File: src/hdl/cprm_pkg.sv
// Shared types and codes for the core pair ring matrix.
package cprm_pkg;

    localparam logic OP_PUSH = 1'b0;
    localparam logic OP_POP  = 1'b1;

    typedef struct packed {
        logic        opcode;
        logic [3:0]  source_core;
        logic [3:0]  destination_core;
        logic [31:0] payload_in;
    } t_in_item;

    typedef struct packed {
        logic        done_res;
        logic [31:0] payload_out;
    } t_out_item;

    typedef enum logic [1:0] {
        OUT_FAIL,
        OUT_PUSH,
        OUT_POP
    } t_out_sel;

    typedef struct packed {
        logic     clr_wr;
        logic     load_item;
        logic     cnt_rd;
        logic     cnt_wr;
        logic     slot_wr;
        logic     slot_rd;
        logic     out_load;
        t_out_sel out_sel;
    } t_cmd;

    typedef struct packed {
        logic clr_last;
        logic in_range;
        logic is_pop;
        logic ring_ok;
        logic out_busy;
    } t_sts;

endpackage

File: src/hdl/cprm_ctrl.sv
// Sequencer for counter clearing and push/pop handling.
module cprm_ctrl (
    input  logic          i_clk,
    input  logic          i_rst_n,
    input  logic          i_in_valid,
    output logic          o_in_ready,
    input  cprm_pkg::t_sts i_sts,
    output cprm_pkg::t_cmd o_cmd
);

    import cprm_pkg::*;

    typedef enum logic [1:0] {
        S_CLEAR,
        S_IDLE,
        S_CNT,
        S_SLOT
    } t_state;

    t_state r_state;
    t_state n_state;
    t_cmd   cmd;

    always_comb begin
        n_state     = r_state;
        cmd         = '0;
        cmd.out_sel = OUT_FAIL;
        o_in_ready  = 1'b0;
        unique case (r_state)
            S_CLEAR: begin
                cmd.clr_wr = 1'b1;
                if (i_sts.clr_last) begin
                    n_state = S_IDLE;
                end
            end
            S_IDLE: begin
                o_in_ready = 1'b1;
                if (i_in_valid) begin
                    cmd.load_item = 1'b1;
                    cmd.cnt_rd    = 1'b1;
                    n_state       = S_CNT;
                end
            end
            S_CNT: begin
                priority if (!i_sts.in_range || !i_sts.ring_ok) begin
                    if (!i_sts.out_busy) begin
                        cmd.out_load = 1'b1;
                        cmd.out_sel  = OUT_FAIL;
                        n_state      = S_IDLE;
                    end
                end else if (!i_sts.is_pop) begin
                    if (!i_sts.out_busy) begin
                        cmd.slot_wr  = 1'b1;
                        cmd.cnt_wr   = 1'b1;
                        cmd.out_load = 1'b1;
                        cmd.out_sel  = OUT_PUSH;
                        n_state      = S_IDLE;
                    end
                end else begin
                    // advance read counter now, data arrives next cycle
                    cmd.slot_rd = 1'b1;
                    cmd.cnt_wr  = 1'b1;
                    n_state     = S_SLOT;
                end
            end
            S_SLOT: begin
                if (!i_sts.out_busy) begin
                    cmd.out_load = 1'b1;
                    cmd.out_sel  = OUT_POP;
                    n_state      = S_IDLE;
                end
            end
            default: n_state = S_CLEAR;
        endcase
    end

    always_ff @(posedge i_clk) begin
        if (!i_rst_n) begin
            r_state <= S_CLEAR;
        end else begin
            r_state <= n_state;
        end
    end

    assign o_cmd = cmd;

endmodule

File: config.mk
export PLATFORM = sky130hd
export DESIGN_NAME = cprm_ctrl
export DESIGN_NICKNAME = d
export VERILOG_FILES = /design/src/hdl/cprm_pkg.sv /design/src/hdl/cprm_ctrl.sv
export SDC_FILE = /design/constraint.sdc
export NUM_CORES = 1
export LEC_CHECK = 0
export ABC_AREA = 1
export BUFFER_PORTS_ARGS = -buffer_cell sky130_fd_sc_hd__buf_2
export CORE_AREA = 4 4 41 43
export DETAILED_ROUTE_END_ITERATION = 12
export DIE_AREA = 0 0 45 47
export MAX_ROUTING_LAYER = met4
export PLACE_DENSITY_LB_ADDON = 0.2
export SYNTH_ARGS = -nofsm -noshare
export SYNTH_HDL_FRONTEND = slang
export SYNTH_SLANG_ARGS = --single-unit
File: constraint.sdc
create_clock -name i_clk -period 1.1 [get_ports i_clk]
set_clock_uncertainty 0.15 [all_clocks]
set_input_delay 0.11 -clock i_clk [delete_from_list [all_inputs] [get_ports i_clk]]
set_output_delay 0.11 -clock i_clk [all_outputs]
set_load 0.005 [all_outputs]
Word level (Yosys, flattened, before mapping):

Index checks and enable logic that the tools add are counted.

* equal/unequal tests: 5
* mux-type cells: 22
* reduce and logical (&&, ||, !) cells: 5

Operators with widths (number)
* $mux 3: 7
* $mux 2: 8
* $pmux 2 s4: 1
* $pmux 3 s2: 1
* $mux 1: 5
* $eq 2x2->1 const B: 2
* $ne 2x2->1 const B: 2
* $eq 2x1->1 const B: 1
* $logic_not 1->1: 2
* $logic_not 2->1: 1
* $reduce_and 2->1: 1
* $logic_or 1x1->1: 1

* bits in registers: 2
* input port bits: 8
* output and inout port bits: 10
* logic and storage cells: 33

Logic depth before layout (Yosys ltp):

* word-level depth: 4
* gate-level depth with buffers: 6
* mapped depth without buffers: 6

Worst setup path after synthesis:

OpenSTA, ideal clock, no wires.

* path kind: flip-flop to output port
* from: register r_state[1]
* to: output port o_cmd[0] (netlist bit)
* arrival time: 718 ps
* required time: 840 ps
* setup slack: 122 ps
* cell stages (with the launch flop): 5
* buffers on the path: 0
* cell sequence: dfxtp_1 > inv_2 > nor2_2 > nand2_2 > nor3_1

RTL lines
* start, declared: RTL line cprm_ctrl.sv:20 `t_state r_state;`
* start signal, assigned: RTL line cprm_ctrl.sv:81 `r_state <= n_state;`
* end, declared: RTL line cprm_ctrl.sv:8 `output cprm_pkg::t_cmd o_cmd`

==> flow_summary.yaml <==
outcome:
  status: "finished, violations left"
  violations: "negative setup slack"
sta:
  setup_slack_ps: -181.5
  setup_viol: 10
  hold_viol: 0
  rsz0062_at_grt: "true"
  period_share_pct: 116.5
  slew_viol_final: 0
  fmax_mhz: 780.4
  final.min_clock_period_ps: 1281
  slew_headroom_pct: 89.64
  fin_tns_setup_ps: -1438
  worstMarginPinSlew_ps: 155.4
synthesis:
  yosys_register_bits: 2
  avgSynthCellArea_um2: 5.327
  netlist_area_um2: 186.4
  synth_top_area_share_pct: 21.48
  ys_top_cells_by_area: "dfxtp_1, inv_1, nand2_1"
  syn_inst: 35
  synthesis.nets: 43
  yosysTopAreaCell: "dfxtp_1"
  seq_area_frac_synth_pct: 21.48
  synth.distinct_cells: 11
  yosysWarnings: 0
floorplan:
  die_y_um: 47
  num_rows: 13
  core_area_um2: 1301
  die_w_um: 45
  start_util_pct: 14.33
  die_area_um2: 2115
  io_pins: 18
setup_path:
  required_ps: 840
  critPathTopFamily: "flip-flops"
  max_stage_delay_ps: 340
  worstSetupPathType: "reg -> out"
  crit_path_top_delay_cell: "dfxtp_2"
  cp.arrival_ps: 1020
  critPathMaxFanout: 4
  cp_num_buf_inv: 2
  endpoint_kind: "output port"
  cp-start-kind: "register"
  crit_chain: "inv_4, nor2_4, nand2_2, nor3_1, buf_2"
  r2r_slack_ps: 20
drt:
  post_drt_wl_per_cell_um: 8.662
  viasPerCell: 3.883
  highest_layer: "met3"
  antenna_left: 0
  wl_met1_um: 279
  vias: 299
  first_iter_violations: 1
  dr_wl_met3_um: 64
  route.detailed.drc: 0
  finalWirelength_um: 667
  route.met2.wl_um: 323
  first_pass_iters: 2
grt:
  grt_pass1_wl_um: 986
  antenna_found_initial: 0
  grt.total_usage_pct: 6.667
  grt_max_degree: 7
  overflow: 0
  grt_pass1_vias: 276
hold_path:
  hold_path_class: "in -> reg"
placed_design:
  place_hpwl_um: 478.1
  pre_cts_ws_ps: -23.14
  port-buffer-count: 17
  gp_congestion: 0.6627
clock_network:
  clock_path_buffers: 2
  cts_made_buffers: 3
  path_clk_slew_ps: 30
  clkLatencyLatePin_ps: 220
  cts-htree-levels: 1
  tritoncts: "yes"
  root_buffer: "clkbuf_4"
  cts_sinks: 2
finish:
  largest_register: "r_state"
  largest_reg_flops: 2
  syn_to_final_growth_pct: 135.6
  nets: 72
  diodes: 0
  largestRegisters: "r_state: 2 flops"
  drive_gt1_share_pct: 70.97
pwr:
  vdd_ir_drop_max_mv: 0.5545
  p_leak_nw: 0.2535
  powerDensity_nw_per_um2: 1042
run:
  maxCapViolCount: 0
==> worst paths after layout <==
| path | start | to | cells past startpoint |
|---|---|---|---|
| worst max-delay path | r_state[1] | o_cmd[4] | 5 |
| worst min-delay path | i_in_valid | r_state[0] | 4 |
| worst max register to register | r_state[1] | r_state[1] | 7 |
| worst min register to register | r_state[0] | r_state[0] | 4 |
==> metrics by stage <==
stage	cells	power [mW]	instance area (µm²)	util, %	hold WS [ps]
after floorplan	35	0.1575	186.4	-	91.52
after global placement	67	0.2096	290.3	22.31	204.0
after detailed placement	67	0.2101	290.3	22.31	206.7
after CTS	75	0.4219	375.4	28.85	40.73
after global routing	77	0.4985	439.2	33.75	103.4
final	77	0.4577	439.2	33.75	69.48
==> final cells by class <==
type	instances	area [µm²]
clock buffer	3	22.52
inverter	9	38.79
fill	159	862.1
tap	15	18.77
timing repair buffer	25	151.4
multi-input combinational	23	162.7
sequential	2	45.04
==> logic make-up (layout without fill, tap and decap cells) <==
logic type,Yosys count,in the layout,share of synthesized area (%)
buf+inv,10,37,22.15
compound gates,2,2,5.369
flops,2,2,21.48
simple gates,21,21,51.01
==> power by group <==
group | switching [mW] | internal [mW]
Sequential | 0.0130 | 0.0852
Combinational | 0.0995 | 0.102
Clock | 0.0382 | 0.120
==> per-layer routing <==
| metal | vias up | GRT usage [%] |
|---|---|---|
| li1 | 164 | - |
| met1 | 123 | 7.658 |
| met2 | 12 | 9.887 |
| met3 | 0 | 1.533 |
| met4 | 0 | 5.263 |
| met5 | - | - |
==> worst min-delay path, cell delays in order <==
cell and delay, ps:
buf_2 70, inv_1 70, nand2_2 90, a21oi_1 60
==> cell usage after synthesis <==
cell / instances
inv_1: 7
nand2_1: 6
nor2_1: 5
nand3_1: 4
nor3_1: 3
a21oi_1: 2
dfxtp_1: 2
inv_2: 2
nand2_2: 2
buf_4: 1
nor2_2: 1
==> cells in the final DEF, fill, tap and decap left out <==
cell / instances
inv_4: 2
buf_6: 1
nand2_4: 1
clkbuf_4: 3
nor3_1: 1
nor3_2: 2
dfxtp_2: 1
nor2_1: 2
nand3_2: 2
nand2_2: 3
dfxtp_4: 1
inv_2: 1
nand2_1: 4
a21oi_1: 2
buf_2: 17
nor2_4: 4
dlygate4sd3_1: 1
nand3_1: 2
inv_1: 6
buf_4: 6
==> repair_timing <==
item | 4_1_cts | 5_1_grt
buffers inserted | 4 | 3
pin swaps | 1 | 3
endpoints found under the hold margin | 1 | 0
setup endpoints to repair | 10 | 12
hold buffers | 1 | 0
gates resized for setup | 8 | 13
(Power assumes the default switching activity.)
